==> src/rtl/pbe_pkg.sv <==
// Shared types, constants and conversion functions for the PCM block envelope.
`default_nettype none

package pbe_pkg;

    // Fixed-point format of converted samples (Q1.23)
    localparam int FRAC_BITS    = 23;
    localparam int SAMPLE_W     = FRAC_BITS + 1;
    localparam int WORD_W       = 32;
    localparam int MAX_CHANNELS = 8;

    // Configuration field widths
    localparam int FMT_W    = 2;
    localparam int NCH_W    = 4;
    localparam int FRAMES_W = 32;
    localparam int TARGET_W = 16;
    localparam int CFG_IDX_W = 2;

    // Front-end datapath widths
    localparam int POS_W       = 3;
    localparam int CH_SUM_W    = 27;
    localparam int RECIP_W     = 31;
    localparam int RECIP_SHIFT = 30;
    localparam int PROD_W      = CH_SUM_W + RECIP_W;
    localparam int SQ_W        = 47;
    localparam int SQ_SUM_W    = 78;

    // Result widths
    localparam int COUNT_W  = 32;
    localparam int BLKNUM_W = 16;
    localparam int RMS_W    = 23;
    localparam int ROOT_W   = 24;
    localparam int RAD_W    = 2 * ROOT_W;

    // Block queue between front and back
    localparam int QUEUE_DEPTH = 4;
    localparam int QPTR_W      = 2;
    localparam int QCNT_W      = 3;

    localparam logic signed [SAMPLE_W-1:0] FS_POS = 24'sh7FFFFF;
    localparam logic signed [SAMPLE_W-1:0] FS_NEG = 24'sh800000;
    localparam logic [RMS_W-1:0]           RMS_MAX = 23'h7FFFFF;

    typedef enum logic [FMT_W-1:0] {
        FMT_S16 = 2'd0,
        FMT_S24 = 2'd1,
        FMT_S32 = 2'd2,
        FMT_F32 = 2'd3
    } sample_fmt_t;

    typedef enum logic [CFG_IDX_W-1:0] {
        REG_SAMPLE_FORMAT = 2'd0,
        REG_CHANNEL_COUNT = 2'd1,
        REG_FRAME_COUNT   = 2'd2,
        REG_TARGET_BLOCKS = 2'd3
    } cfg_reg_t;

    // One closed block, handed from the front to the back
    typedef struct packed {
        logic signed [SAMPLE_W-1:0] min_val;
        logic signed [SAMPLE_W-1:0] max_val;
        logic [SQ_SUM_W-1:0]        sq_sum;
        logic [COUNT_W-1:0]         count;
        logic [BLKNUM_W-1:0]        number;
        logic [FRAMES_W-1:0]        length;
        logic                       last;
    } block_rec_t;

    // Raw sample word to signed Q1.23
    function automatic logic signed [SAMPLE_W-1:0] to_q23(input sample_fmt_t fmt,
                                                           input logic [WORD_W-1:0] w);
        logic [7:0]                 ex;
        logic [7:0]                 rsh;
        logic [SAMPLE_W-1:0]        sig;
        logic [SAMPLE_W-1:0]        mag;
        logic signed [SAMPLE_W-1:0] res;
        ex  = w[30:23];
        rsh = 8'd127 - ex;
        sig = {1'b1, w[22:0]};
        mag = sig >> rsh[4:0];
        res = '0;
        case (fmt)
            FMT_S16: res = {w[15:0], 8'b0};
            FMT_S24: res = w[23:0];
            FMT_S32: res = w[31:8];
            FMT_F32:
            begin
                // NaN reads as zero; unity and above (and infinity) saturate
                if (ex == 8'hFF && w[22:0] != 23'd0)
                    res = '0;
                else if (ex >= 8'd127)
                    res = w[31] ? FS_NEG : FS_POS;
                else if (ex == 8'd0 || rsh >= 8'd25)
                    res = '0;
                else
                    res = w[31] ? -mag : mag;
            end
            default: res = '0;
        endcase
        return res;
    endfunction

    // ceil(2^30 / n): exact truncating divide by n for magnitudes below 2^27
    function automatic logic [RECIP_W-1:0] recip(input logic [NCH_W-1:0] n);
        logic [RECIP_W-1:0] r;
        case (n)
            4'd2:    r = 31'd536870912;
            4'd3:    r = 31'd357913942;
            4'd4:    r = 31'd268435456;
            4'd5:    r = 31'd214748365;
            4'd6:    r = 31'd178956971;
            4'd7:    r = 31'd153391690;
            4'd8:    r = 31'd134217728;
            default: r = 31'd1073741824;
        endcase
        return r;
    endfunction

endpackage

`default_nettype wire

==> src/rtl/pbe_queue.sv <==
// Small block record queue between the front end and the back end.
`default_nettype none

module pbe_queue (
    input  wire logic                clk,
    input  wire logic                rst_n,
    input  wire logic                push,
    input  wire pbe_pkg::block_rec_t push_rec,
    input  wire logic                pop,
    output logic                     q_valid,
    output pbe_pkg::block_rec_t      q_rec
);

    pbe_pkg::block_rec_t              mem_reg [pbe_pkg::QUEUE_DEPTH];
    logic [pbe_pkg::QPTR_W-1:0]       wr_ptr_reg;
    logic [pbe_pkg::QPTR_W-1:0]       rd_ptr_reg;
    logic [pbe_pkg::QCNT_W-1:0]       count_reg;

    // Storage
    always_ff @(posedge clk)
    begin
        if (push)
            mem_reg[wr_ptr_reg] <= push_rec;
    end

    // Pointers and fill level; the front end's credits keep it from overflowing
    always_ff @(posedge clk or negedge rst_n)
    begin
        if (!rst_n)
        begin
            wr_ptr_reg <= '0;
            rd_ptr_reg <= '0;
            count_reg  <= '0;
        end
        else
        begin
            if (push)
                wr_ptr_reg <= wr_ptr_reg + pbe_pkg::QPTR_W'(1);
            if (pop)
                rd_ptr_reg <= rd_ptr_reg + pbe_pkg::QPTR_W'(1);
            if (push && !pop)
                count_reg <= count_reg + pbe_pkg::QCNT_W'(1);
            else if (!push && pop)
                count_reg <= count_reg - pbe_pkg::QCNT_W'(1);
        end
    end

    assign q_valid = (count_reg != '0);
    assign q_rec   = mem_reg[rd_ptr_reg];

endmodule

`default_nettype wire

==> config.mk <==
export PLATFORM = sky130hd
export DESIGN_NAME = pbe_queue
export DESIGN_NICKNAME = d
export VERILOG_FILES = /design/src/rtl/pbe_pkg.sv /design/src/rtl/pbe_queue.sv
export SDC_FILE = /design/constraint.sdc
export NUM_CORES = 1
export LEC_CHECK = 0
export BUFFER_PORTS_ARGS = -buffer_cell sky130_fd_sc_hd__buf_2
export CAP_MARGIN = 20
export CORE_MARGIN = 3
export CORE_UTILIZATION = 38
export DETAILED_ROUTE_END_ITERATION = 7
export GPL_ROUTABILITY_DRIVEN = 0
export GPL_TIMING_DRIVEN = 0
export PLACE_DENSITY = 0.62
export SETUP_SLACK_MARGIN = 0.3
export SYNTH_ARGS = -nofsm -noshare
export SYNTH_HDL_FRONTEND = slang
export SYNTH_SLANG_ARGS = --single-unit
==> constraint.sdc <==
create_clock -name clk -period 18.25 [get_ports clk]
set_input_delay 4.5625 -clock clk [delete_from_list [all_inputs] [get_ports clk]]
set_output_delay 4.5625 -clock clk [all_outputs]
set_load 0.05 [all_outputs]
==> flow_summary.yaml, run 1 <==
worst_setup_path:
  crit_fanout: 10
  r2r_cells: 5
  r2r_start: "wr_ptr_reg[0]$_DFFE_PN0P_"
  r2r_end: "mem_reg[0][96]$_DFFE_PP_"
  arrival_ps: 2670
  required_ps: 13690
  critPathLaunchType: "register"
  reg2reg_slack_ps: 15820
  end_kind: "primary output"
  critical_path_class: "reg -> out"
  critPathLaunch: "rd_ptr_reg[1]$_DFFE_PN0P_"
logic_synthesis:
  yosysUniqueCellTypes: 19
  synth.most_common_cell: "edfxtp_1"
  yosysTopAreaCell: "edfxtp_1"
  synth_area_per_cell_um2: 27.1
  synthTopCellsByCount: "edfxtp_1 (828), mux4_2 (207), buf_2 (25)"
  ys.flop_type: "edfxtp_1"
  synth_edf_count: 828
  synth-seq-area-share: 0.830
  syn_area_um2: 30200
  synthCells: 1114
  synth_nets: 1331
  yosys-top-cells-area: "edfxtp_1 (82%), mux4_2 (15%), dfrtp_1 (0.58%), buf_2 (0.41%), buf_4 (0.27%)"
  yosysTopAreaCellShare: 0.824
  postSynth.asyncResetShare: 0.00838
  yosysWarnings: 0
  synth_seq_cells: 835
clocking:
  cts_resized: 0
  hold_buffers: 0
  cts_max_path_buffers: 3
  clock-sinks: 835
  clock_latency_ps: 610
  clk_pin_slew_ps: 60
  cts_made_buffers: 86
  root_buffer: "clkbuf_16"
  htreeDepth: 3
  cts_setup_buffers: 0
  cts_tree: "yes"
floorplanning:
  die_h_um: 288
  die_x_um: 288
  coreArea_um2: 78100
  start_util: 0.386
  rows: 102
  dieArea_um2: 82800
  io_pins: 419
timing:
  drv_slew: 0
  fin_skew_ps: 16.3
  worst_slew_pin_slew_ps: 865
  fmax_mhz: 138
  finalCriticalPeriod_ps: 7240
  timing.final.ws_setup_ps: 11010
  maxSlewHeadroom: 0.424
  rsz0062_at_grt: "false"
  setup_viol: 0
  timing.hold.ws_ps: 477
  finalSetupTns_ps: 0
  finalCritPeriodShare: 0.397
  finalHoldViolCount: 0
worst_hold_path:
  min_path_cells: 1
  hold_end: "count_reg[2]$_DFFE_PN0P_"
  hold_path_class: "reg -> reg"
  hold_start: "count_reg[2]$_DFFE_PN0P_"
grt:
  antenna_found_initial: 17
  gr-total-overflow: 0
  grt_usage: 0.152
  grt_max_degree: 52
  first_global_vias: 14600
  grt_pass1_wl_um: 93400
placed_design:
  portBuffers: 418
  pre_cts_ws_ps: 11520
  hpwl_um: 41100
drt:
  route.detailed.drc: 0
  wirelength_um: 63200
  drt_iter0_drc: 830
  post_drt_wl_per_cell_um: 22.9
  via_per_inst: 4.95
  dr.pass1.iters: 5
  final_antenna_net_count: 0
  vias: 13700
finish:
  final_nets: 1855
  largest_register_ffs: 828
  area_delta_synth_final_pct: 22.1
  drive_gt1_frac: 0.474
power:
  pwr_density_cell_nw_per_um2: 190
  ir_worst_vdd_v: 0.0000980
  leakage_uw: 0.0125
job:
  maxCapViolCount: 0
outcome:
  status: "finished, final reports clean"
==> cell type report <==
type / instances / area, um2
clock buffers: 107 / 2270
well taps: 1040 / 1300
diodes: 8 / 20.0
repair buffers: 436 / 2530
plain buffers: 46 / 260
clock inverters: 54 / 542
inverters: 4 / 15.0
multi-input cells: 229 / 4870
flip-flops and latches: 835 / 25000
fillers: 6518 / 41300
==> worst max-delay path, stage by stage, from the launching register on <==
cell,delay [ps]
dfrtp_1,320
buf_2,320
buf_2,380
buf_2,370
mux4_2,400
buf_2,250
==> per-stage QoR <==
step | power (uW) | instances | utilization | instance area (um2)
final | 7000 | 2759 | 0.472 | 36800
after global routing | 7300 | 2752 | 0.472 | 36800
after CTS | 7130 | 2751 | 0.471 | 36800
after detailed placement | 5380 | 2590 | 0.435 | 34000
after global placement | 5460 | 2572 | 0.430 | 33600
after floorplan | 4700 | 1114 | - | 30200
==> layer usage <==
layer  global-route usage  part of all wire
met3               0.0464             0.080
met4               0.0489             0.023
met5                    0            0.0020
met2                0.254              0.51
met1                0.191              0.39
==> report_power, final <==
part           switching, uW  total, uW  internal (uW)
sequential              66.9       2570           2500
clock                    719       1730           1010
combinational           1920       2700            787
total                   2700       7000           4300
==> cell usage in the layout (no fill, tap or decap), drive strengths merged, types with 4 or more instances in the layout <==
cell type / count
diode: 8
clkbuf: 109
ha: 5
dfrtp: 7
bufinv: 8
xor2: 4
mux4: 207
edfxtp: 828
and2: 4
clkinv: 37
inv: 11
buf: 480
==> logic make-up (layout without fill, tap and decap cells) <==
kind of cell,count (synthesis),in the layout,share of synthesized area
fa+ha+maj,6,6,0.00274
xor+xnor,6,6,0.00174
simple gates,8,8,0.00141
flops,835,835,0.830
compound gates,1,1,0.000166
buf+inv,50,647,0.00912
other cells,0,8,0
mux,208,208,0.155
==> how the worst max path moves through the flow <==
| stage | endpoint | slack, ps | depth (start not counted) |
|---|---|---|---|
| after floorplan | mem_reg[0][0]$_DFFE_PP_ | 8400 | 1 |
| after global placement | mem_reg[2][131]$_DFFE_PP_ | 3900 | 2 |
| after detailed placement | q_rec[83] | 11520 | 5 |
| after CTS | q_rec[83] | 10830 | 5 |
| after global routing | q_rec[83] | 10800 | 5 |
| final | q_rec[83] | 11010 | 5 |
Power figures use the tool's default switching activity.
==> run 2, diff against run 1 <==
==> constraint.sdc (replaced) <==
create_clock -name clk -period 7.2 [get_ports clk]
set_input_delay 1.8 -clock clk [delete_from_list [all_inputs] [get_ports clk]]
set_output_delay 1.8 -clock clk [all_outputs]
set_load 0.05 [all_outputs]
==> run 2 against run 1 <==
Final cell count up 0.11%. Sequential share of layout area about the same. Global-route usage down 0.055 points. Non-clock buffer count unchanged. Largest power group unchanged. Highest routed layer unchanged. Critical endpoint is now q_rec[84]. Register-to-register slack worse by 11000 ps.
==> flow_summary.yaml, run 2 (same netlist as run 1, synthesis figures left out) <==
floorplanning:
  dieArea_um2: 82800
  io_pins: 419
  die_h_um: 288
  coreArea_um2: 78100
  die_x_um: 288
  rows: 102
  start_util: 0.386
timing:
  fin_skew_ps: 14.5
  maxSlewHeadroom: 0.396
  worst_slew_pin_slew_ps: 906
  fmax_mhz: 223
  finalCriticalPeriod_ps: 4490
  drv_slew: 0
  rsz0062_at_grt: "false"
  finalCritPeriodShare: 0.624
  finalHoldViolCount: 0
  setup_viol: 0
grt:
  met1_usage: 0.188
  grt_pass1_wl_um: 93700
  grt_usage: 0.152
  antenna_found_initial: 16
  met2_usage: 0.254
  gr-total-overflow: 0
  first_global_vias: 14700
  met3_usage: 0.0465
  busiest_layer: "met2"
  grt_max_degree: 56
drt:
  post_drt_wl_per_cell_um: 22.7
  drt_iter0_drc: 665
  route.detailed.drc: 0
  vias: 13600
  dr.pass1.iters: 4
  final_antenna_net_count: 0
  wirelength_um: 62600
  via_per_inst: 4.93
worst_setup_path:
  r2r_cells: 5
  critical_path_class: "reg -> out"
  cpPeakStageDelay_ps: 410
  reg2reg_slack_ps: 4910
  crit_chain: "buf_2 -> buf_2 -> buf_2 -> mux4_2 -> buf_2"
  critPathLaunchType: "register"
  r2r_start: "wr_ptr_reg[1]$_DFFE_PN0P_"
  slowest_stage: "buf_2"
  critPathLaunch: "rd_ptr_reg[1]$_DFFE_PN0P_"
  r2r_end: "mem_reg[1][118]$_DFFE_PP_"
  end_kind: "primary output"
  crit_top_cell: "buf_2"
  critPathCapture: "q_rec[84]"
  arrival_ps: 2690
  crit_fanout: 10
  required_ps: 5400
outcome:
  status: "finished, final reports clean"
power:
  power.share.clock: 0.244
  leakage_uw: 0.0125
  switching_power_uw: 6820
  pwr_density_cell_nw_per_um2: 480
  sw_frac_of_total: 0.386
  p_int_uw: 10900
  ir_worst_vdd_v: 0.000289
  comb_power_share: 0.388
  seqPwrFrac: 0.368
  power.total_uw: 17700
clocking:
  htreeDepth: 3
  cts_max_path_buffers: 3
  cts_resized: 0
  root_buffer: "clkbuf_16"
  cts_made_buffers: 88
  cts_setup_buffers: 0
  hold_buffers: 0
  cts_tree: "yes"
  clk_pin_slew_ps: 60
  clock_latency_ps: 610
  clock-sinks: 835
finish:
  area_delta_synth_final_pct: 22.1
  layout_commonest_cell: "edfxtp_1"
  multiInputGateArea_um2: 4870
  fin_util: 0.472
  drive_gt1_frac: 0.470
  seqCellArea_um2: 25000
  layout_common_cells: "edfxtp_1 (828), buf_2 (443), mux4_2 (207)"
  final_nets: 1857
  stdcell_area_um2: 36800
  fin_cells: 2762
  largest_register_ffs: 828
  fill_cells: 6488
placed_design:
  hpwl_um: 41000
  portBuffers: 418
  placed_cell_area_um2: 34000
  placed_cells: 2590
job:
  maxCapViolCount: 0
worst_hold_path:
  hold_path_class: "reg -> reg"
==> run 2: cell types whose count changed in the layout (fill, tap and decap cells not counted) <==
| cell | before | now |
|---|---|---|
| clkinvlp_4 | 2 | 4 |
| inv_6 | 2 | 1 |
| clkinv_1 | 17 | 27 |
| clkinv_4 | 3 | 0 |
| diode_2 | 8 | 11 |
| buf_16 | 10 | 11 |
| buf_12 | 8 | 7 |
| bufinv_16 | 8 | 6 |
| clkinv_2 | 16 | 11 |
| clkbuf_1 | 21 | 18 |
| clkbuf_16 | 88 | 90 |
==> run 2: worst max-delay path: cells and delay by family (launching register included) <==
kind,cells,cell delay [ps]
muxes,1,390
buffers and inverters,4,1350
DFF,1,310
==> run 2: how the worst min path moves through the flow <==
stage,start,to,slack [ps],cells past startpoint
5_1_grt,count_reg[2]$_DFFE_PN0P_,count_reg[2]$_DFFE_PN0P_,490,1
3_3_place_gp,count_reg[2]$_DFFE_PN0P_,count_reg[2]$_DFFE_PN0P_,460,1
3_5_place_dp,count_reg[2]$_DFFE_PN0P_,count_reg[2]$_DFFE_PN0P_,450,1
6_report,count_reg[2]$_DFFE_PN0P_,count_reg[2]$_DFFE_PN0P_,460,1
2_1_floorplan,count_reg[2]$_DFFE_PN0P_,count_reg[2]$_DFFE_PN0P_,440,1
4_1_cts,count_reg[2]$_DFFE_PN0P_,count_reg[2]$_DFFE_PN0P_,460,1
==> run 2: per-stage QoR <==
stage          setup WS [ps]  TNS (ps)  hold slack, ps
2_1_floorplan           2400         0             436
5_1_grt                 2510         0             486
3_5_place_dp            3210         0             453
4_1_cts                 2510         0             462
6_report                2710         0             460
3_3_place_gp           -4.92     -49.7             456
==> run 2: routing by layer <==
metal | vias to the layer above | wire [um]
met4 | 10 | 1860
met3 | 127 | 4610
li1 | 5951 | -
met5 | - | 69
met1 | 7143 | 24100
met2 | 380 | 32000
==> run 2: power by group through the flow <==
| stage | logic (uW) | clock network (uW) | registers, uW |
|---|---|---|---|
| after floorplan | 5150 | 0 | 6650 |
| after global placement | 6850 | 0 | 6770 |
| after detailed placement | 7010 | 0 | 6620 |
| after CTS | 7030 | 4440 | 6520 |
| after global routing | 7220 | 4640 | 6580 |
| final | 6860 | 4320 | 6510 |
==> run 2: final cells by class <==
cell class	instances	area share
flip-flops and latches	835	0.680
multi-input cells	229	0.132
repair buffers	436	0.0688
clock buffers	106	0.0628
well taps	1040	0.0353
clock inverters	55	0.0129
plain buffers	46	0.00707
diodes	11	0.000747
inverters	4	0.000408
