[src/rtl/pbe_pkg.sv]
// Shared types, constants and conversion functions for the PCM block envelope.
`default_nettype none

package pbe_pkg;

    // Fixed-point format of converted samples (Q1.23)
    localparam int FRAC_BITS    = 23;
    localparam int SAMPLE_W     = FRAC_BITS + 1;
    localparam int WORD_W       = 32;
    localparam int MAX_CHANNELS = 8;

    // Configuration field widths
    localparam int FMT_W    = 2;
    localparam int NCH_W    = 4;
    localparam int FRAMES_W = 32;
    localparam int TARGET_W = 16;
    localparam int CFG_IDX_W = 2;

    // Front-end datapath widths
    localparam int POS_W       = 3;
    localparam int CH_SUM_W    = 27;
    localparam int RECIP_W     = 31;
    localparam int RECIP_SHIFT = 30;
    localparam int PROD_W      = CH_SUM_W + RECIP_W;
    localparam int SQ_W        = 47;
    localparam int SQ_SUM_W    = 78;

    // Result widths
    localparam int COUNT_W  = 32;
    localparam int BLKNUM_W = 16;
    localparam int RMS_W    = 23;
    localparam int ROOT_W   = 24;
    localparam int RAD_W    = 2 * ROOT_W;

    // Block queue between front and back
    localparam int QUEUE_DEPTH = 4;
    localparam int QPTR_W      = 2;
    localparam int QCNT_W      = 3;

    localparam logic signed [SAMPLE_W-1:0] FS_POS = 24'sh7FFFFF;
    localparam logic signed [SAMPLE_W-1:0] FS_NEG = 24'sh800000;
    localparam logic [RMS_W-1:0]           RMS_MAX = 23'h7FFFFF;

    typedef enum logic [FMT_W-1:0] {
        FMT_S16 = 2'd0,
        FMT_S24 = 2'd1,
        FMT_S32 = 2'd2,
        FMT_F32 = 2'd3
    } sample_fmt_t;

    typedef enum logic [CFG_IDX_W-1:0] {
        REG_SAMPLE_FORMAT = 2'd0,
        REG_CHANNEL_COUNT = 2'd1,
        REG_FRAME_COUNT   = 2'd2,
        REG_TARGET_BLOCKS = 2'd3
    } cfg_reg_t;

    // One closed block, handed from the front to the back
    typedef struct packed {
        logic signed [SAMPLE_W-1:0] min_val;
        logic signed [SAMPLE_W-1:0] max_val;
        logic [SQ_SUM_W-1:0]        sq_sum;
        logic [COUNT_W-1:0]         count;
        logic [BLKNUM_W-1:0]        number;
        logic [FRAMES_W-1:0]        length;
        logic                       last;
    } block_rec_t;

    // Raw sample word to signed Q1.23
    function automatic logic signed [SAMPLE_W-1:0] to_q23(input sample_fmt_t fmt,
                                                           input logic [WORD_W-1:0] w);
        logic [7:0]                 ex;
        logic [7:0]                 rsh;
        logic [SAMPLE_W-1:0]        sig;
        logic [SAMPLE_W-1:0]        mag;
        logic signed [SAMPLE_W-1:0] res;
        ex  = w[30:23];
        rsh = 8'd127 - ex;
        sig = {1'b1, w[22:0]};
        mag = sig >> rsh[4:0];
        res = '0;
        case (fmt)
            FMT_S16: res = {w[15:0], 8'b0};
            FMT_S24: res = w[23:0];
            FMT_S32: res = w[31:8];
            FMT_F32:
            begin
                // NaN reads as zero; unity and above (and infinity) saturate
                if (ex == 8'hFF && w[22:0] != 23'd0)
                    res = '0;
                else if (ex >= 8'd127)
                    res = w[31] ? FS_NEG : FS_POS;
                else if (ex == 8'd0 || rsh >= 8'd25)
                    res = '0;
                else
                    res = w[31] ? -mag : mag;
            end
            default: res = '0;
        endcase
        return res;
    endfunction

    // ceil(2^30 / n): exact truncating divide by n for magnitudes below 2^27
    function automatic logic [RECIP_W-1:0] recip(input logic [NCH_W-1:0] n);
        logic [RECIP_W-1:0] r;
        case (n)
            4'd2:    r = 31'd536870912;
            4'd3:    r = 31'd357913942;
            4'd4:    r = 31'd268435456;
            4'd5:    r = 31'd214748365;
            4'd6:    r = 31'd178956971;
            4'd7:    r = 31'd153391690;
            4'd8:    r = 31'd134217728;
            default: r = 31'd1073741824;
        endcase
        return r;
    endfunction

endpackage

`default_nettype wire

[src/rtl/pbe_ifs.sv]
// Valid/ready channel interfaces for samples in and block results out.
`default_nettype none


interface pbe_block_if;
    logic                                valid;
    logic                                ready;
    logic signed [pbe_pkg::SAMPLE_W-1:0] block_min;
    logic signed [pbe_pkg::SAMPLE_W-1:0] block_max;
    logic [pbe_pkg::RMS_W-1:0]           block_rms;
    logic [pbe_pkg::BLKNUM_W-1:0]        block_number;
    logic [pbe_pkg::FRAMES_W-1:0]        block_length;
    logic                                last_block;

    modport source (output valid, output block_min, output block_max, output block_rms,
                    output block_number, output block_length, output last_block,
                    input ready);
    modport sink   (input valid, input block_min, input block_max, input block_rms,
                    input block_number, input block_length, input last_block,
                    output ready);
endinterface

`default_nettype wire

[src/rtl/pbe_back.sv]
// Back end: mean of squares by serial divide, integer square root, result register.
`default_nettype none

module pbe_back (
    input  wire logic                clk,
    input  wire logic                rst_n,
    input  wire logic                q_valid,
    input  wire pbe_pkg::block_rec_t q_rec,
    output logic                     pop,
    pbe_block_if.source              blocks
);

    typedef enum logic [3:0] {
        B_IDLE = 4'b0001,
        B_DIV  = 4'b0010,
        B_SQRT = 4'b0100,
        B_HOLD = 4'b1000
    } back_state_t;

    back_state_t                          state_reg, state_next;
    pbe_pkg::block_rec_t                  rec_reg;

    // Restoring divider: sum of squares / frames in block
    logic [6:0]                           div_cnt_reg;
    logic [pbe_pkg::COUNT_W-1:0]          div_rem_reg;
    logic [pbe_pkg::SQ_SUM_W-1:0]         div_quo_reg;
    logic [pbe_pkg::COUNT_W:0]            div_rem_sh;
    logic                                 div_ge;
    logic [pbe_pkg::SQ_SUM_W-1:0]         div_quo_next;

    // Two bits per step square root
    logic [4:0]                           sq_cnt_reg;
    logic [pbe_pkg::RAD_W-1:0]            sq_rad_reg;
    logic [pbe_pkg::ROOT_W+1:0]           sq_rem_reg;
    logic [pbe_pkg::ROOT_W-1:0]           sq_root_reg;
    logic [pbe_pkg::ROOT_W+1:0]           sq_rem_sh;
    logic [pbe_pkg::ROOT_W+1:0]           sq_trial;
    logic                                 sq_ge;

    // Result register
    logic                                 out_valid_reg;
    logic                                 load;
    logic [pbe_pkg::RMS_W-1:0]            rms;

    assign div_rem_sh   = {div_rem_reg, div_quo_reg[pbe_pkg::SQ_SUM_W-1]};
    assign div_ge       = div_rem_sh >= {1'b0, rec_reg.count};
    assign div_quo_next = {div_quo_reg[pbe_pkg::SQ_SUM_W-2:0], div_ge};

    assign sq_rem_sh = {sq_rem_reg[pbe_pkg::ROOT_W-1:0], sq_rad_reg[pbe_pkg::RAD_W-1 -: 2]};
    assign sq_trial  = {sq_root_reg, 2'b01};
    assign sq_ge     = sq_rem_sh >= sq_trial;

    assign pop  = (state_reg == B_IDLE) && q_valid;
    assign load = (state_reg == B_HOLD) && (!out_valid_reg || blocks.ready);
    assign rms  = sq_root_reg[pbe_pkg::ROOT_W-1] ? pbe_pkg::RMS_MAX
                                                 : sq_root_reg[pbe_pkg::RMS_W-1:0];

    // Sequencer
    always_comb
    begin
        state_next = state_reg;
        case (state_reg)
            B_IDLE: if (q_valid) state_next = B_DIV;
            B_DIV:  if (div_cnt_reg == 7'd0) state_next = B_SQRT;
            B_SQRT: if (sq_cnt_reg == 5'd0) state_next = B_HOLD;
            B_HOLD: if (load) state_next = B_IDLE;
            default: state_next = B_IDLE;
        endcase
    end

    always_ff @(posedge clk or negedge rst_n)
    begin
        if (!rst_n)
        begin
            state_reg     <= B_IDLE;
            out_valid_reg <= 1'b0;
        end
        else
        begin
            state_reg <= state_next;
            if (load)
                out_valid_reg <= 1'b1;
            else if (blocks.ready)
                out_valid_reg <= 1'b0;
        end
    end

    // Datapath
    always_ff @(posedge clk)
    begin
        case (state_reg)
            B_IDLE:
            begin
                rec_reg     <= q_rec;
                div_quo_reg <= q_rec.sq_sum;
                div_rem_reg <= '0;
                div_cnt_reg <= 7'(pbe_pkg::SQ_SUM_W - 1);
            end
            B_DIV:
            begin
                div_rem_reg <= div_ge ? pbe_pkg::COUNT_W'(div_rem_sh - {1'b0, rec_reg.count})
                                      : div_rem_sh[pbe_pkg::COUNT_W-1:0];
                div_quo_reg <= div_quo_next;
                div_cnt_reg <= div_cnt_reg - 7'd1;
                // mean never exceeds 2^46, so its low bits are the whole radicand
                sq_rad_reg  <= div_quo_next[pbe_pkg::RAD_W-1:0];
                sq_rem_reg  <= '0;
                sq_root_reg <= '0;
                sq_cnt_reg  <= 5'(pbe_pkg::ROOT_W - 1);
            end
            B_SQRT:
            begin
                sq_rem_reg  <= sq_ge ? (sq_rem_sh - sq_trial) : sq_rem_sh;
                sq_root_reg <= {sq_root_reg[pbe_pkg::ROOT_W-2:0], sq_ge};
                sq_rad_reg  <= {sq_rad_reg[pbe_pkg::RAD_W-3:0], 2'b00};
                sq_cnt_reg  <= sq_cnt_reg - 5'd1;
            end
            default:
            begin
                sq_cnt_reg <= sq_cnt_reg;
            end
        endcase
        if (load)
        begin
            blocks.block_min    <= rec_reg.min_val;
            blocks.block_max    <= rec_reg.max_val;
            blocks.block_rms    <= rms;
            blocks.block_number <= rec_reg.number;
            blocks.block_length <= rec_reg.length;
            blocks.last_block   <= rec_reg.last;
        end
    end

    assign blocks.valid = out_valid_reg;

endmodule

`default_nettype wire

[src/flat_wrapper.sv]
// flat-port wrapper written by rule: the top's interface ports become plain ports
module pbe_back_flat 
  (clk, rst_n, q_valid, q_rec, pop, blocks_valid, blocks_block_min, blocks_block_max, blocks_block_rms, blocks_block_number, blocks_block_length, blocks_last_block, blocks_ready);
  pbe_block_if blocks_i ();
  input  wire logic clk;
  input  wire logic rst_n;
  input  wire logic q_valid;
  input  wire pbe_pkg::block_rec_t q_rec;
  output logic pop;
  output wire logic [$bits(blocks_i.valid)-1:0] blocks_valid;
  output wire logic [$bits(blocks_i.block_min)-1:0] blocks_block_min;
  output wire logic [$bits(blocks_i.block_max)-1:0] blocks_block_max;
  output wire logic [$bits(blocks_i.block_rms)-1:0] blocks_block_rms;
  output wire logic [$bits(blocks_i.block_number)-1:0] blocks_block_number;
  output wire logic [$bits(blocks_i.block_length)-1:0] blocks_block_length;
  output wire logic [$bits(blocks_i.last_block)-1:0] blocks_last_block;
  input wire logic [$bits(blocks_i.ready)-1:0] blocks_ready;
  assign blocks_valid = blocks_i.valid;
  assign blocks_block_min = blocks_i.block_min;
  assign blocks_block_max = blocks_i.block_max;
  assign blocks_block_rms = blocks_i.block_rms;
  assign blocks_block_number = blocks_i.block_number;
  assign blocks_block_length = blocks_i.block_length;
  assign blocks_last_block = blocks_i.last_block;
  assign blocks_i.ready = blocks_ready;
  pbe_back u_core (.clk(clk), .rst_n(rst_n), .q_valid(q_valid), .q_rec(q_rec), .pop(pop), .blocks(blocks_i));
endmodule
[config.mk]
export PLATFORM = sky130hd
export DESIGN_NAME = pbe_back_flat
export DESIGN_NICKNAME = d
export VERILOG_FILES = /design/src/rtl/pbe_pkg.sv /design/src/rtl/pbe_ifs.sv /design/src/rtl/pbe_back.sv /design/src/flat_wrapper.sv
export SDC_FILE = /design/constraint.sdc
export NUM_CORES = 1
export LEC_CHECK = 0
export BUFFER_PORTS_ARGS = -buffer_cell sky130_fd_sc_hd__buf_2
export CORE_MARGIN = 3
export CORE_UTILIZATION = 50
export CTS_CLUSTER_DIAMETER = 30
export CTS_CLUSTER_SIZE = 30
export DETAILED_ROUTE_END_ITERATION = 10
export GPL_TIMING_DRIVEN = 0
export HOLD_SLACK_MARGIN = 0.08
export PLACE_DENSITY_LB_ADDON = 0.12
export SLEW_MARGIN = 5
export SYNTH_ARGS = -nofsm -noshare
export SYNTH_HDL_FRONTEND = slang
export SYNTH_SLANG_ARGS = --single-unit
[constraint.sdc]
create_clock -name clk -period 9.3 [get_ports clk]
set_clock_uncertainty 0.1 [all_clocks]
set_input_delay 0.93 -clock clk [delete_from_list [all_inputs] [get_ports clk]]
set_output_delay 0.93 -clock clk [all_outputs]
set_load 0.02 [all_outputs]
==> results.md <==
* Status: completed
* Post-Route WL at 46100 microns
* Most frequent cells in the layout: 480 x nand2_1, 467 x edfxtp_1, 338 x buf_2
* CTS buffer count at 93
* Post-route ant nets at 0
* Mean cell area of the mapped netlist at 12.4 sq um
* Total GRT Usage at 21.2%
* Share of flip-flops with an asynchronous set or reset at 1.06%
* Skew-Pair Late Insertion Delay at 620 ps
* Detailed-placement wirelength estimate at 32000 microns
* Clk buf depth at 3
* Worst-case hold path end point: u_core.blocks.block_number[5]$_DFFE_PP_
* Slew of the pin with the lowest slew margin at 886 ps
* Tmin final at 3700 ps
* Share of layout cells above drive strength 1 at 24.6%
* Slew Viols, Final at 0
* H-tree depth at 3
* Hold_ws at 302 ps
* DR pass1 iterations at 5
* Vias in the first global route at 13.9k
* CP required at 9500 ps
* Hold WC Path Type: flop to flop
* VDD IR max at 0.356 mV
* Cell Chain, Critical Path: nand3b_1 > clkbuf_1 > clkbuf_1 > nand2_4 > buf_16
* Top FF cell, synth: edfxtp_1
* Worst setup EP type: flop
* Critical path data arrival time at 3900 ps
* R2R cell count at 5
* PwrDens at 384 nW/um^2
* Global route total overflow at 0
* Hold Path Cell Cnt at 0
* Post-synthesis cell type count at 62
* Worst R2R Start: u_core.state_reg[0]$_DFFE_PN1P_
* Register bit count reported by yosys at 472
* LEAKAGE at 0.0107 uW
* Avg WL per Cell at 17.2 microns
* CTS Hold Bufs at 1
* Slowest-stage cell, CP: clkbuf_1
* Vias per cell at 5.17
* Max_slew headroom at 40.9%
* Height of the die at 207 microns
* WS Path Type: flop to flop
* Final Setup Violations at 0
* DIE AREA at 43000 sq um
* Worst reg2reg endpoint: u_core.div_rem_reg[11]$_SDFFCE_PN0P_
* Synth-to-Final Area Change at 28.5%
* Final net count at 2345
* Sink Count at 472
* Max-Cap Viols at 0
* Worst-path clk slew at 50 ps
* Final period utilization at 39.8%
* Initial antenna violation count at 11
* Core Rows at 73
* Maximum fanout along the worst path at 64
* Maximum clock rate at 270 MHz
* Die Wd at 207 microns
* Largest stage delay, worst path at 710 ps
* GPL Wtd Cong at 0.864
* Most common cell on crit path: clkbuf_1
* First-iteration detailed-routing DRC count at 875
* Gate Count Post-Synth at 1635
* First-pass GRT wire length at 72800 microns
* Syn Std Cell Area at 20300 sq um
* Post-synth EDFFs at 467
* Initial Util at 50.8%
* Via Count at 13.9k
* Core area at 39900 sq um
* Syn_nets at 1908
* I/O Pins at 333
* Reg2reg setup slack at 5600 ps
* Seq/Total Area, Yosys at 69.8%
* Final hold vios at 0
* Resized Gates After CTS at 0
* Layout Utilization at 65.3%
* Drt drc at 0
* RSZ-0062 raised after global routing: false
* Commonest non-fill, non-tap cell in the layout: nand2_1
* Worst hold path startpoint: u_core.rec_reg[38]$_DFFE_PP_
* Setup bufs post-CTS at 0
* IO Port Bufs at 332
* CTS tree: done
* Root buffer cell: clkbuf_16
* Startpoint Class: flop
* Max reg flops at 129
* Warnings from Yosys at 0
* Pin count of the biggest net entering global routing at 78
-- Yosys cell counts, types with 4 or more instances --
| library cell | n | area [sq um] |
|---|---|---|
| nand2b_1 | 5 | 31.3 |
| o21bai_1 | 4 | 30.0 |
| xnor2_1 | 24 | 210 |
| mux2i_1 | 14 | 140 |
| o21a_1 | 20 | 150 |
| nor4b_1 | 4 | 35.0 |
| dfrtp_1 | 4 | 100 |
| clkbuf_1 | 41 | 154 |
| or3_1 | 17 | 106 |
| buf_1 | 5 | 18.8 |
| nand4_1 | 9 | 56.3 |
| a211oi_2 | 5 | 62.6 |
| o21ai_0 | 48 | 240 |
| and2_1 | 5 | 31.3 |
| nand3_1 | 18 | 90.1 |
| nand2_1 | 482 | 1810 |
| a21oi_1 | 70 | 350 |
| nor3_1 | 16 | 80.1 |
| a31oi_1 | 7 | 43.8 |
| a211oi_1 | 14 | 105 |
| o31a_1 | 4 | 35.0 |
| nor2b_1 | 9 | 56.3 |
| xor2_1 | 12 | 105 |
| ha_1 | 61 | 763 |
| o211ai_1 | 7 | 52.6 |
| nor2_1 | 84 | 315 |
| a21o_1 | 12 | 90.1 |
| edfxtp_1 | 467 | 14000 |
| a211o_1 | 4 | 35.0 |
| inv_1 | 83 | 312 |
| o22ai_1 | 11 | 68.8 |
| o2111ai_1 | 4 | 35.0 |
| or2_2 | 6 | 37.5 |
| nand3b_1 | 6 | 45.0 |
| buf_2 | 6 | 30.0 |
| a311oi_1 | 4 | 35.0 |
| a21boi_0 | 4 | 30.0 |
| and3_1 | 7 | 43.8 |
-- layout make-up --
cell class                 count  area, sq um
antenna                       10         25.0
clock inverter                68          816
clock buffer                 103         2360
tap                          525          657
sequential                   472        14100
multi-input combinational   1025         5610
timing repair buffer         342         1880
fill                        3110        13900
buffer                        55          233
inverter                      83          317
-- cells by family (layout without fill, tap and decap cells) --
kind of cell	count (synthesis)	in the layout	share of synthesized area, %
muxes	15	15	0.747
and+or+nand+nor	675	675	13.8
buffers and inverters	138	651	2.68
other	0	10	0
DFF	472	472	69.8
AOI/OAI and AO/OA	237	237	7.60
xor gates and xnor gates	36	36	1.56
adders and majority gates	62	62	3.86
-- per-layer routing --
layer / up-vias / global-route usage (%) / part of all wire, %
met5: - / 0 / 0.052
met1: 6554 / 26.4 / 41
met2: 460 / 35.1 / 49
met3: 104 / 5.35 / 6.8
met4: 4 / 9.62 / 3.3
li1: 6755 / - / -
-- power breakdown --
part,internal (uW),total (uW),switching (uW)
sequential,3430,3680,251
clock,2180,3310,1130
combinational,1030,3000,1970
total,6640,9990,3350
-- per-stage QoR --
step	setup WS, ps	instances	TNS, ps	instance area, sq um	total power, uW
global route	5340	2682	0	26100	10600
floorplan	1800	1635	0	20300	5930
finish	5600	2683	0	26100	9990
global placement	-1310	2492	-153490	22600	6730
CTS	5480	2673	0	26000	10100
detailed placement	5500	2501	0	22800	6710
-- worst max path at each step --
stage                                     from                                       end  slack [ps]  cells after the start
2_1_floorplan                     blocks_ready   u_core.blocks.block_length[0]$_DFFE_PP_        1800                      2
3_3_place_gp                      blocks_ready  u_core.blocks.block_rms[4]$_SDFFCE_PP1P_       -1310                      3
3_5_place_dp   u_core.state_reg[0]$_DFFE_PN1P_      u_core.div_rem_reg[10]$_SDFFCE_PN0P_        5500                      5
4_1_cts        u_core.state_reg[0]$_DFFE_PN1P_       u_core.div_rem_reg[9]$_SDFFCE_PN0P_        5480                      5
5_1_grt        u_core.state_reg[0]$_DFFE_PN1P_       u_core.div_rem_reg[6]$_SDFFCE_PN0P_        5340                      5
6_report       u_core.state_reg[0]$_DFFE_PN1P_      u_core.div_rem_reg[11]$_SDFFCE_PN0P_        5600                      5
-- critical path: cells and delay by family, from the launching register on --
kind                   cells  cell delay [ps]
DFF                        1              560
and+or+nand+nor            2              870
buffers and inverters      3             1810
Note: power is estimated with default switching activity, not from simulation.
