## config.mk

```make
export PLATFORM = sky130hd
export DESIGN_NAME = pbe_front_flat
export DESIGN_NICKNAME = d
export VERILOG_FILES = /design/src/rtl/pbe_pkg.sv /design/src/rtl/pbe_ifs.sv /design/src/rtl/pbe_front.sv /design/src/flat_wrapper.sv
export SDC_FILE = /design/constraint.sdc
export NUM_CORES = 2
export LEC_CHECK = 0
export ABC_AREA = 1
export BUFFER_PORTS_ARGS = -buffer_cell sky130_fd_sc_hd__buf_4
export CORE_UTILIZATION = 40
export CTS_CLUSTER_DIAMETER = 200
export DETAILED_ROUTE_END_ITERATION = 16
export GPL_TIMING_DRIVEN = 0
export SLEW_MARGIN = 40
export SYNTH_ARGS = -nofsm -noshare
export SYNTH_HDL_FRONTEND = slang
export SYNTH_SLANG_ARGS = --single-unit
```

## constraint.sdc

```tcl
create_clock -name clk -period 11 [get_ports clk]
set_clock_uncertainty 0.1 [all_clocks]
set_input_delay 0.55 -clock clk [delete_from_list [all_inputs] [get_ports clk]]
set_output_delay 0.55 -clock clk [all_outputs]
set_load 0.05 [all_outputs]
```

## src/rtl/pbe_pkg.sv

```systemverilog
// Shared types, constants and conversion functions for the PCM block envelope.
`default_nettype none

package pbe_pkg;

    // Fixed-point format of converted samples (Q1.23)
    localparam int FRAC_BITS    = 23;
    localparam int SAMPLE_W     = FRAC_BITS + 1;
    localparam int WORD_W       = 32;
    localparam int MAX_CHANNELS = 8;

    // Configuration field widths
    localparam int FMT_W    = 2;
    localparam int NCH_W    = 4;
    localparam int FRAMES_W = 32;
    localparam int TARGET_W = 16;
    localparam int CFG_IDX_W = 2;

    // Front-end datapath widths
    localparam int POS_W       = 3;
    localparam int CH_SUM_W    = 27;
    localparam int RECIP_W     = 31;
    localparam int RECIP_SHIFT = 30;
    localparam int PROD_W      = CH_SUM_W + RECIP_W;
    localparam int SQ_W        = 47;
    localparam int SQ_SUM_W    = 78;

    // Result widths
    localparam int COUNT_W  = 32;
    localparam int BLKNUM_W = 16;
    localparam int RMS_W    = 23;
    localparam int ROOT_W   = 24;
    localparam int RAD_W    = 2 * ROOT_W;

    // Block queue between front and back
    localparam int QUEUE_DEPTH = 4;
    localparam int QPTR_W      = 2;
    localparam int QCNT_W      = 3;

    localparam logic signed [SAMPLE_W-1:0] FS_POS = 24'sh7FFFFF;
    localparam logic signed [SAMPLE_W-1:0] FS_NEG = 24'sh800000;
    localparam logic [RMS_W-1:0]           RMS_MAX = 23'h7FFFFF;

    typedef enum logic [FMT_W-1:0] {
        FMT_S16 = 2'd0,
        FMT_S24 = 2'd1,
        FMT_S32 = 2'd2,
        FMT_F32 = 2'd3
    } sample_fmt_t;

    typedef enum logic [CFG_IDX_W-1:0] {
        REG_SAMPLE_FORMAT = 2'd0,
        REG_CHANNEL_COUNT = 2'd1,
        REG_FRAME_COUNT   = 2'd2,
        REG_TARGET_BLOCKS = 2'd3
    } cfg_reg_t;

    // One closed block, handed from the front to the back
    typedef struct packed {
        logic signed [SAMPLE_W-1:0] min_val;
        logic signed [SAMPLE_W-1:0] max_val;
        logic [SQ_SUM_W-1:0]        sq_sum;
        logic [COUNT_W-1:0]         count;
        logic [BLKNUM_W-1:0]        number;
        logic [FRAMES_W-1:0]        length;
        logic                       last;
    } block_rec_t;

    // Raw sample word to signed Q1.23
    function automatic logic signed [SAMPLE_W-1:0] to_q23(input sample_fmt_t fmt,
                                                           input logic [WORD_W-1:0] w);
        logic [7:0]                 ex;
        logic [7:0]                 rsh;
        logic [SAMPLE_W-1:0]        sig;
        logic [SAMPLE_W-1:0]        mag;
        logic signed [SAMPLE_W-1:0] res;
        ex  = w[30:23];
        rsh = 8'd127 - ex;
        sig = {1'b1, w[22:0]};
        mag = sig >> rsh[4:0];
        res = '0;
        case (fmt)
            FMT_S16: res = {w[15:0], 8'b0};
            FMT_S24: res = w[23:0];
            FMT_S32: res = w[31:8];
            FMT_F32:
            begin
                // NaN reads as zero; unity and above (and infinity) saturate
                if (ex == 8'hFF && w[22:0] != 23'd0)
                    res = '0;
                else if (ex >= 8'd127)
                    res = w[31] ? FS_NEG : FS_POS;
                else if (ex == 8'd0 || rsh >= 8'd25)
                    res = '0;
                else
                    res = w[31] ? -mag : mag;
            end
            default: res = '0;
        endcase
        return res;
    endfunction

    // ceil(2^30 / n): exact truncating divide by n for magnitudes below 2^27
    function automatic logic [RECIP_W-1:0] recip(input logic [NCH_W-1:0] n);
        logic [RECIP_W-1:0] r;
        case (n)
            4'd2:    r = 31'd536870912;
            4'd3:    r = 31'd357913942;
            4'd4:    r = 31'd268435456;
            4'd5:    r = 31'd214748365;
            4'd6:    r = 31'd178956971;
            4'd7:    r = 31'd153391690;
            4'd8:    r = 31'd134217728;
            default: r = 31'd1073741824;
        endcase
        return r;
    endfunction

endpackage

`default_nettype wire

```

## src/rtl/pbe_ifs.sv

```systemverilog
// Valid/ready channel interfaces for samples in and block results out.
`default_nettype none

interface pbe_sample_if;
    logic                        valid;
    logic                        ready;
    logic [pbe_pkg::WORD_W-1:0]  sample_word;

    modport source (output valid, output sample_word, input ready);
    modport sink   (input valid, input sample_word, output ready);
endinterface


`default_nettype wire

```

## src/rtl/pbe_front.sv

```systemverilog
// Front end: configuration, sample conversion, channel mixdown and block statistics.
`default_nettype none

module pbe_front (
    input  wire logic                          clk,
    input  wire logic                          rst_n,
    pbe_sample_if.sink                         samples,
    input  wire logic                          cfg_we,
    input  wire logic [pbe_pkg::CFG_IDX_W-1:0] cfg_index,
    input  wire logic [pbe_pkg::FRAMES_W-1:0]  cfg_data,
    input  wire logic                          pop,
    output logic                               push,
    output pbe_pkg::block_rec_t                push_rec
);

    typedef struct packed {
        logic                           close;
        logic                           last;
        logic [pbe_pkg::BLKNUM_W-1:0]   number;
        logic [pbe_pkg::COUNT_W-1:0]    count;
    } tag_t;

    // Configuration registers
    pbe_pkg::sample_fmt_t             fmt_reg;
    logic [pbe_pkg::NCH_W-1:0]        nch_reg;
    logic [pbe_pkg::FRAMES_W-1:0]     frames_reg;
    logic [pbe_pkg::TARGET_W-1:0]     target_reg;

    // Block length divider
    logic                             start_reg;
    logic                             busy_reg;
    logic [4:0]                       div_cnt_reg;
    logic [pbe_pkg::FRAMES_W-1:0]     div_rem_reg;
    logic [pbe_pkg::FRAMES_W-1:0]     div_quo_reg;
    logic [pbe_pkg::FRAMES_W-1:0]     blocks_reg;
    logic [pbe_pkg::FRAMES_W:0]       div_rem_sh;
    logic                             div_ge;
    logic [pbe_pkg::TARGET_W-1:0]     tgt_eff;
    logic [pbe_pkg::FRAMES_W-1:0]     blocks_calc;

    // Frame and block bookkeeping
    logic                             done_reg;
    logic [pbe_pkg::POS_W-1:0]        pos_reg;
    logic [pbe_pkg::COUNT_W-1:0]      fib_reg;
    logic [pbe_pkg::FRAMES_W-1:0]     fd_reg;
    logic [pbe_pkg::BLKNUM_W-1:0]     bc_reg;
    logic [pbe_pkg::QCNT_W-1:0]       credit_reg;
    logic [pbe_pkg::NCH_W-1:0]        nch_eff;
    logic [pbe_pkg::NCH_W-1:0]        nch_m1;
    logic [pbe_pkg::COUNT_W-1:0]      fib_inc;
    logic [pbe_pkg::FRAMES_W-1:0]     fd_inc;
    logic [pbe_pkg::BLKNUM_W:0]       bc_inc;
    logic                             accept;
    logic                             take;
    logic                             frame_end;
    logic                             is_last;
    logic                             closes;

    // Datapath pipeline
    logic                                   v1_reg, v2_reg, v3_reg, v4_reg, v5_reg;
    tag_t                                   tag1_reg, tag2_reg, tag3_reg, tag4_reg, tag5_reg;
    logic                                   fe1_reg;
    logic signed [pbe_pkg::SAMPLE_W-1:0]    conv1_reg;
    logic signed [pbe_pkg::CH_SUM_W-1:0]    sum_reg;
    logic signed [pbe_pkg::CH_SUM_W-1:0]    sum_add;
    logic signed [pbe_pkg::CH_SUM_W-1:0]    tot2_reg;
    logic [pbe_pkg::CH_SUM_W-1:0]           abs2;
    logic                                   neg3_reg;
    logic [pbe_pkg::PROD_W-1:0]             prod3_reg;
    logic [pbe_pkg::SAMPLE_W-1:0]           q3;
    logic [pbe_pkg::SAMPLE_W-1:0]           mag4_reg;
    logic signed [pbe_pkg::SAMPLE_W-1:0]    mono4_reg;
    logic signed [pbe_pkg::SAMPLE_W-1:0]    run_min_reg, run_max_reg;
    logic signed [pbe_pkg::SAMPLE_W-1:0]    new_min, new_max;
    logic signed [pbe_pkg::SAMPLE_W-1:0]    min5_reg, max5_reg;
    logic [2*pbe_pkg::SAMPLE_W-1:0]         sq_full;
    logic [pbe_pkg::SQ_W-1:0]               sq5_reg;
    logic [pbe_pkg::SQ_SUM_W-1:0]           sq_sum_reg;
    logic [pbe_pkg::SQ_SUM_W-1:0]           sq_sum_add;

    // Effective channel count and block count
    always_comb
    begin
        if (nch_reg == '0)
            nch_eff = pbe_pkg::NCH_W'(1);
        else if (nch_reg > pbe_pkg::NCH_W'(pbe_pkg::MAX_CHANNELS))
            nch_eff = pbe_pkg::NCH_W'(pbe_pkg::MAX_CHANNELS);
        else
            nch_eff = nch_reg;
        nch_m1  = nch_eff - pbe_pkg::NCH_W'(1);
        tgt_eff = (target_reg == '0) ? pbe_pkg::TARGET_W'(1) : target_reg;
        if (pbe_pkg::FRAMES_W'(tgt_eff) < frames_reg)
            blocks_calc = pbe_pkg::FRAMES_W'(tgt_eff);
        else
            blocks_calc = frames_reg;
    end

    // Handshake and frame/block close decision
    assign samples.ready = !start_reg && !busy_reg &&
                           (credit_reg < pbe_pkg::QCNT_W'(pbe_pkg::QUEUE_DEPTH));
    assign accept    = samples.valid && samples.ready;
    assign take      = accept && !done_reg;
    assign frame_end = (pos_reg == nch_m1[pbe_pkg::POS_W-1:0]);
    assign fib_inc   = fib_reg + pbe_pkg::COUNT_W'(1);
    assign fd_inc    = fd_reg + pbe_pkg::FRAMES_W'(1);
    assign bc_inc    = {1'b0, bc_reg} + (pbe_pkg::BLKNUM_W + 1)'(1);
    assign is_last   = pbe_pkg::FRAMES_W'(bc_inc) >= blocks_reg;
    assign closes    = frame_end && (is_last ? (fd_inc == frames_reg) : (fib_inc == div_quo_reg));

    // Divider step
    assign div_rem_sh = {div_rem_reg, div_quo_reg[pbe_pkg::FRAMES_W-1]};
    assign div_ge     = div_rem_sh >= {1'b0, blocks_reg};

    // Configuration writes and block length divider
    always_ff @(posedge clk or negedge rst_n)
    begin
        if (!rst_n)
        begin
            fmt_reg     <= pbe_pkg::FMT_S16;
            nch_reg     <= pbe_pkg::NCH_W'(1);
            frames_reg  <= pbe_pkg::FRAMES_W'(1);
            target_reg  <= pbe_pkg::TARGET_W'(2000);
            start_reg   <= 1'b0;
            busy_reg    <= 1'b0;
            div_cnt_reg <= '0;
            div_rem_reg <= '0;
            div_quo_reg <= pbe_pkg::FRAMES_W'(1);
            blocks_reg  <= pbe_pkg::FRAMES_W'(1);
        end
        else
        begin
            start_reg <= cfg_we;
            if (cfg_we)
            begin
                busy_reg <= 1'b0;
                case (pbe_pkg::cfg_reg_t'(cfg_index))
                    pbe_pkg::REG_SAMPLE_FORMAT:
                        fmt_reg <= pbe_pkg::sample_fmt_t'(cfg_data[pbe_pkg::FMT_W-1:0]);
                    pbe_pkg::REG_CHANNEL_COUNT: nch_reg    <= cfg_data[pbe_pkg::NCH_W-1:0];
                    pbe_pkg::REG_FRAME_COUNT:   frames_reg <= cfg_data;
                    pbe_pkg::REG_TARGET_BLOCKS: target_reg <= cfg_data[pbe_pkg::TARGET_W-1:0];
                    default:                    fmt_reg    <= fmt_reg;
                endcase
            end
            else if (start_reg)
            begin
                blocks_reg  <= blocks_calc;
                div_quo_reg <= frames_reg;
                div_rem_reg <= '0;
                div_cnt_reg <= 5'd31;
                busy_reg    <= (frames_reg != '0);
            end
            else if (busy_reg)
            begin
                div_rem_reg <= div_ge ? pbe_pkg::FRAMES_W'(div_rem_sh - {1'b0, blocks_reg})
                                      : div_rem_sh[pbe_pkg::FRAMES_W-1:0];
                div_quo_reg <= {div_quo_reg[pbe_pkg::FRAMES_W-2:0], div_ge};
                div_cnt_reg <= div_cnt_reg - 5'd1;
                if (div_cnt_reg == 5'd0)
                    busy_reg <= 1'b0;
            end
        end
    end

    // Frame counters, block counter and queue credits
    always_ff @(posedge clk or negedge rst_n)
    begin
        if (!rst_n)
        begin
            done_reg   <= 1'b0;
            pos_reg    <= '0;
            fib_reg    <= '0;
            fd_reg     <= '0;
            bc_reg     <= '0;
            credit_reg <= '0;
        end
        else if (cfg_we)
        begin
            done_reg   <= 1'b0;
            pos_reg    <= '0;
            fib_reg    <= '0;
            fd_reg     <= '0;
            bc_reg     <= '0;
            credit_reg <= '0;
        end
        else
        begin
            if (start_reg)
                done_reg <= (frames_reg == '0);
            if (take)
            begin
                if (frame_end)
                begin
                    pos_reg <= '0;
                    fd_reg  <= fd_inc;
                    if (closes)
                    begin
                        fib_reg <= '0;
                        bc_reg  <= bc_inc[pbe_pkg::BLKNUM_W-1:0];
                        if (is_last)
                            done_reg <= 1'b1;
                    end
                    else
                        fib_reg <= fib_inc;
                end
                else
                    pos_reg <= pos_reg + pbe_pkg::POS_W'(1);
            end
            if ((take && closes) && !pop)
                credit_reg <= credit_reg + pbe_pkg::QCNT_W'(1);
            else if (!(take && closes) && pop)
                credit_reg <= credit_reg - pbe_pkg::QCNT_W'(1);
        end
    end

    // Pipeline valids, channel sum, running statistics
    always_ff @(posedge clk or negedge rst_n)
    begin
        if (!rst_n)
        begin
            v1_reg      <= 1'b0;
            v2_reg      <= 1'b0;
            v3_reg      <= 1'b0;
            v4_reg      <= 1'b0;
            v5_reg      <= 1'b0;
            sum_reg     <= '0;
            run_min_reg <= pbe_pkg::FS_POS;
            run_max_reg <= pbe_pkg::FS_NEG;
            sq_sum_reg  <= '0;
        end
        else if (cfg_we)
        begin
            v1_reg      <= 1'b0;
            v2_reg      <= 1'b0;
            v3_reg      <= 1'b0;
            v4_reg      <= 1'b0;
            v5_reg      <= 1'b0;
            sum_reg     <= '0;
            run_min_reg <= pbe_pkg::FS_POS;
            run_max_reg <= pbe_pkg::FS_NEG;
            sq_sum_reg  <= '0;
        end
        else
        begin
            v1_reg <= take;
            v2_reg <= v1_reg && fe1_reg;
            v3_reg <= v2_reg;
            v4_reg <= v3_reg;
            v5_reg <= v4_reg;
            if (v1_reg)
                sum_reg <= fe1_reg ? '0 : sum_add;
            if (v4_reg)
            begin
                if (tag4_reg.close)
                begin
                    run_min_reg <= pbe_pkg::FS_POS;
                    run_max_reg <= pbe_pkg::FS_NEG;
                end
                else
                begin
                    run_min_reg <= new_min;
                    run_max_reg <= new_max;
                end
            end
            if (v5_reg)
                sq_sum_reg <= tag5_reg.close ? '0 : sq_sum_add;
        end
    end

    // Datapath arithmetic
    assign sum_add    = sum_reg + pbe_pkg::CH_SUM_W'(conv1_reg);
    assign abs2       = tot2_reg[pbe_pkg::CH_SUM_W-1] ? pbe_pkg::CH_SUM_W'(-tot2_reg)
                                                      : pbe_pkg::CH_SUM_W'(tot2_reg);
    assign q3         = prod3_reg[pbe_pkg::RECIP_SHIFT +: pbe_pkg::SAMPLE_W];
    assign new_min    = (mono4_reg < run_min_reg) ? mono4_reg : run_min_reg;
    assign new_max    = (mono4_reg > run_max_reg) ? mono4_reg : run_max_reg;
    assign sq_full    = mag4_reg * mag4_reg;
    assign sq_sum_add = sq_sum_reg + pbe_pkg::SQ_SUM_W'(sq5_reg);

    // Pipeline payload
    always_ff @(posedge clk)
    begin
        // stage 1: convert
        conv1_reg <= pbe_pkg::to_q23(fmt_reg, samples.sample_word);
        fe1_reg   <= frame_end;
        tag1_reg  <= '{close: closes, last: is_last, number: bc_reg, count: fib_inc};
        // stage 2: frame total
        tot2_reg  <= sum_add;
        tag2_reg  <= tag1_reg;
        // stage 3: divide by channel count via reciprocal
        neg3_reg  <= tot2_reg[pbe_pkg::CH_SUM_W-1];
        prod3_reg <= abs2 * pbe_pkg::recip(nch_eff);
        tag3_reg  <= tag2_reg;
        // stage 4: signed mono value
        mag4_reg  <= q3;
        mono4_reg <= neg3_reg ? -q3 : q3;
        tag4_reg  <= tag3_reg;
        // stage 5: square, snapshot of min/max at block close
        sq5_reg   <= sq_full[pbe_pkg::SQ_W-1:0];
        min5_reg  <= new_min;
        max5_reg  <= new_max;
        tag5_reg  <= tag4_reg;
    end

    // Closed block into the queue
    assign push = v5_reg && tag5_reg.close;
    always_comb
    begin
        push_rec.min_val = min5_reg;
        push_rec.max_val = max5_reg;
        push_rec.sq_sum  = sq_sum_add;
        push_rec.count   = tag5_reg.count;
        push_rec.number  = tag5_reg.number;
        push_rec.length  = div_quo_reg;
        push_rec.last    = tag5_reg.last;
    end

endmodule

`default_nettype wire

```

## src/flat_wrapper.sv

```systemverilog
// flat-port wrapper written by rule: the top's interface ports become plain ports
module pbe_front_flat 
  (clk, rst_n, cfg_we, cfg_index, cfg_data, pop, push, push_rec, samples_valid, samples_sample_word, samples_ready);
  pbe_sample_if samples_i ();
  input  wire logic clk;
  input  wire logic rst_n;
  input  wire logic cfg_we;
  input  wire logic [pbe_pkg::CFG_IDX_W-1:0] cfg_index;
  input  wire logic [pbe_pkg::FRAMES_W-1:0] cfg_data;
  input  wire logic pop;
  output logic push;
  output pbe_pkg::block_rec_t push_rec;
  input wire logic [$bits(samples_i.valid)-1:0] samples_valid;
  input wire logic [$bits(samples_i.sample_word)-1:0] samples_sample_word;
  output wire logic [$bits(samples_i.ready)-1:0] samples_ready;
  assign samples_i.valid = samples_valid;
  assign samples_i.sample_word = samples_sample_word;
  assign samples_ready = samples_i.ready;
  pbe_front u_core (.clk(clk), .rst_n(rst_n), .samples(samples_i), .cfg_we(cfg_we), .cfg_index(cfg_index), .cfg_data(cfg_data), .pop(pop), .push(push), .push_rec(push_rec));
endmodule
```

==> flow_summary.toml <==
[critical_path]
slowest_delay_ns = 0.62
required_ns = 11.48
path_max_fanout = 10
critPathKind = "flip-flop to flip-flop"
critPathLaunchType = "flip-flop"
cpMostUsedCell = "inv_1"
slowest_stage = "fa_1"
crit_arrival_ns = 11.07
cp-end-kind = "flip-flop"

[cts]
clock-sinks = 870
clk-insertion-delay-late_ns = 0.76
clk_pin_slew_ns = 0.06
postCtsSetupRepairBufs = 0
clock_path_buffers = 3
cts_tree = "yes"
h-tree-depth = 3
cts_root_buffer = "clkbuf_16"
cts-buffers-inserted = 99

[flow_run]
max_cap_violations = 0

[sta]
max_freq_ghz = 0.0944
finalHoldViolCount = 0
max_slew_margin_pct = 34.8
period_needed_ns = 10.59
setup_ws_ns = 0.410
tightest_slew_ns = 0.978
rsz0062_at_grt = "no"
tns_ns = 0
period_share_pct = 96.3
slew_viol_final = 0
setup_viol = 0

[drt]
wire_per_inst_um = 20.5
wirelength_mm = 266
dr_total_vias = 65800
drt-pass1-iter-count = 6
drt_iter0_markers = 5259
drtAntennaViolNets = 0
drc_errors = 0
viasPerCell = 5.08

[outcome]
status = "finished, final reports clean"

[placement]
placed_area_um2 = 84700
portBuffers = 276
dp_hpwl_mm = 226
gp_congestion = 1.00
place_ws_ns = 0.601

[min_path]
worstHoldPathType = "input port to flip-flop"

[layout]
final_common_cell = "inv_1"
drive_gt1_share_pct = 6.37
largest_reg_flops = 78
fillers = 19600
final_cell_area_um2 = 88800
syn_to_final_growth_pct = 12.4
layout.nets = 11900
final_cell_mix = "inv_1 (2301), nand2_1 (1949), fa_1 (996)"
finish.utilization_pct = 45.4

[synth]
synthFlopType = "dfxtp_1"
netlist-cell-type-count = 72
synthTopCellsByArea = "fa_1 (25%), dfxtp_1 (12%), dfrtp_1 (12%)"
synth_edf_count = 0
synth_top_family_by_area = "adder cells"
synth_compound_area_share_pct = 8.70
syn_nets = 11400
synthCells = 9811
netlist_area_um2 = 79000
postSynth.asyncResetShare_pct = 46.2
yosysSeqAreaShare_pct = 24.6
syn_avg_cell_area_um2 = 8.06
yosys.area_share.simple_pct = 17.5
synth_xor_area_share_pct = 2.70
ys_ff_latch = 870
ys_warn_count = 0
synthMuxAreaShare_pct = 0.0396
synthAdderAreaFrac_pct = 33.7
synth_top_area_cell = "fa_1"
synth_top_area_share_pct = 25.2

[floorplan]
core_um2 = 196000
die_area_um2 = 199000
die_h_um = 447
pin_count = 280
initial_core_util_pct = 40.4
num_rows = 162
die_width_um = 447

[grt]
grt-ovfl-total = 0
antenna_found_initial = 5
grt_pass1_wl_mm = 408
grtUsageTotal_pct = 27.0
grt_max_degree = 60
grt_pass1_vias = 68100
[synthesized netlist by cell type (32+ instances only)]
library cell,n
o21a_1,34
nand4_1,77
a21oi_1,354
dfxtp_1,468
xnor2_1,84
nand3_1,374
dfstp_2,34
inv_1,2301
xor2_1,158
a22o_1,50
nand2_1,1949
fa_1,996
a22oi_1,32
buf_4,52
nor2_1,746
o21ai_0,464
nor3_1,82
a31oi_1,47
o22ai_1,66
clkbuf_1,200
ha_1,536
dfrtp_1,368
nor4_1,40
nand3b_1,34
[cell type report]
type	instances	area, µm²	share of cell area (%)
Buffer	280	1320	1.49
Clock inverter	58	727	0.819
Sequential cell	870	19500	21.9
Multi-Input combinational cell	6342	49600	55.9
Timing Repair Buffer	342	2860	3.22
Tap cell	2624	3280	3.70
Clock buffer	129	2810	3.16
Inverter	2319	8710	9.80
Antenna cell	1	2.50	0.00282
[critical path, delay by kind of cell (launching register included)]
| kind | cells | cell delay [ns] |
|---|---|---|
| and+or+nand+nor | 13 | 2.31 |
| DFF | 1 | 0.44 |
| buffers and inverters | 14 | 1.69 |
| adders and majority gates | 9 | 4.03 |
| AOI/OAI and AO/OA | 4 | 1.76 |
[metal layers]
layer  track usage [%]  vias up  part of all wire (%)
li1                  -    30900                     -
met1              35.9    32300                    43
met2              43.4     2164                    46
met3              4.26      482                   6.6
met4              11.8        2                   4.9
met5                 0        -                0.0049
[kinds of logic after synthesis]
group | count (synthesis)
adder cells (fa/ha/maj) | 1532
flip-flops | 870
XOR/XNOR | 243
multiplexers | 3
AND/OR/NAND/NOR | 3368
buffers and inverters | 2599
AO/OA/AOI/OAI | 1196
[stage by stage]
stage	cells	hold WS, ns
floorplan	9811	0.154
global placement	12700	0.210
detailed placement	12700	0.212
CTS	13000	0.00100
global route	13000	0.0279
finish	13000	0.0536
[worst paths after layout]
path / from / to / slack [ns] / cells past startpoint
hold reg to reg: u_core.tag2_reg[5] / u_core.tag3_reg[5] / 0.20 / 0
hold / removal: samples_sample_word[30] / u_core.conv1_reg[22] / 0.05 / 3
min in group asynchronous: rst_n / u_core.sq_sum_reg[50] / 0.19 / 2
setup reg to reg: u_core.nch_reg[2] / u_core.prod3_reg[53] / 0.41 / 40
max in group asynchronous: rst_n / u_core.fd_reg[22] / 9.34 / 5
setup / recovery: u_core.nch_reg[2] / u_core.prod3_reg[53] / 0.41 / 40
[timing repair]
item / CTS / global route
setup endpoints to repair: 0 / 1
hold endpoints to repair: 228 / 0
hold buffers: 57 / 0
gates resized for setup: 0 / 1
Power is left out: the tool's default activity adds up to more than one toggle a clock period on the data nets, which glitch-free logic cannot reach.
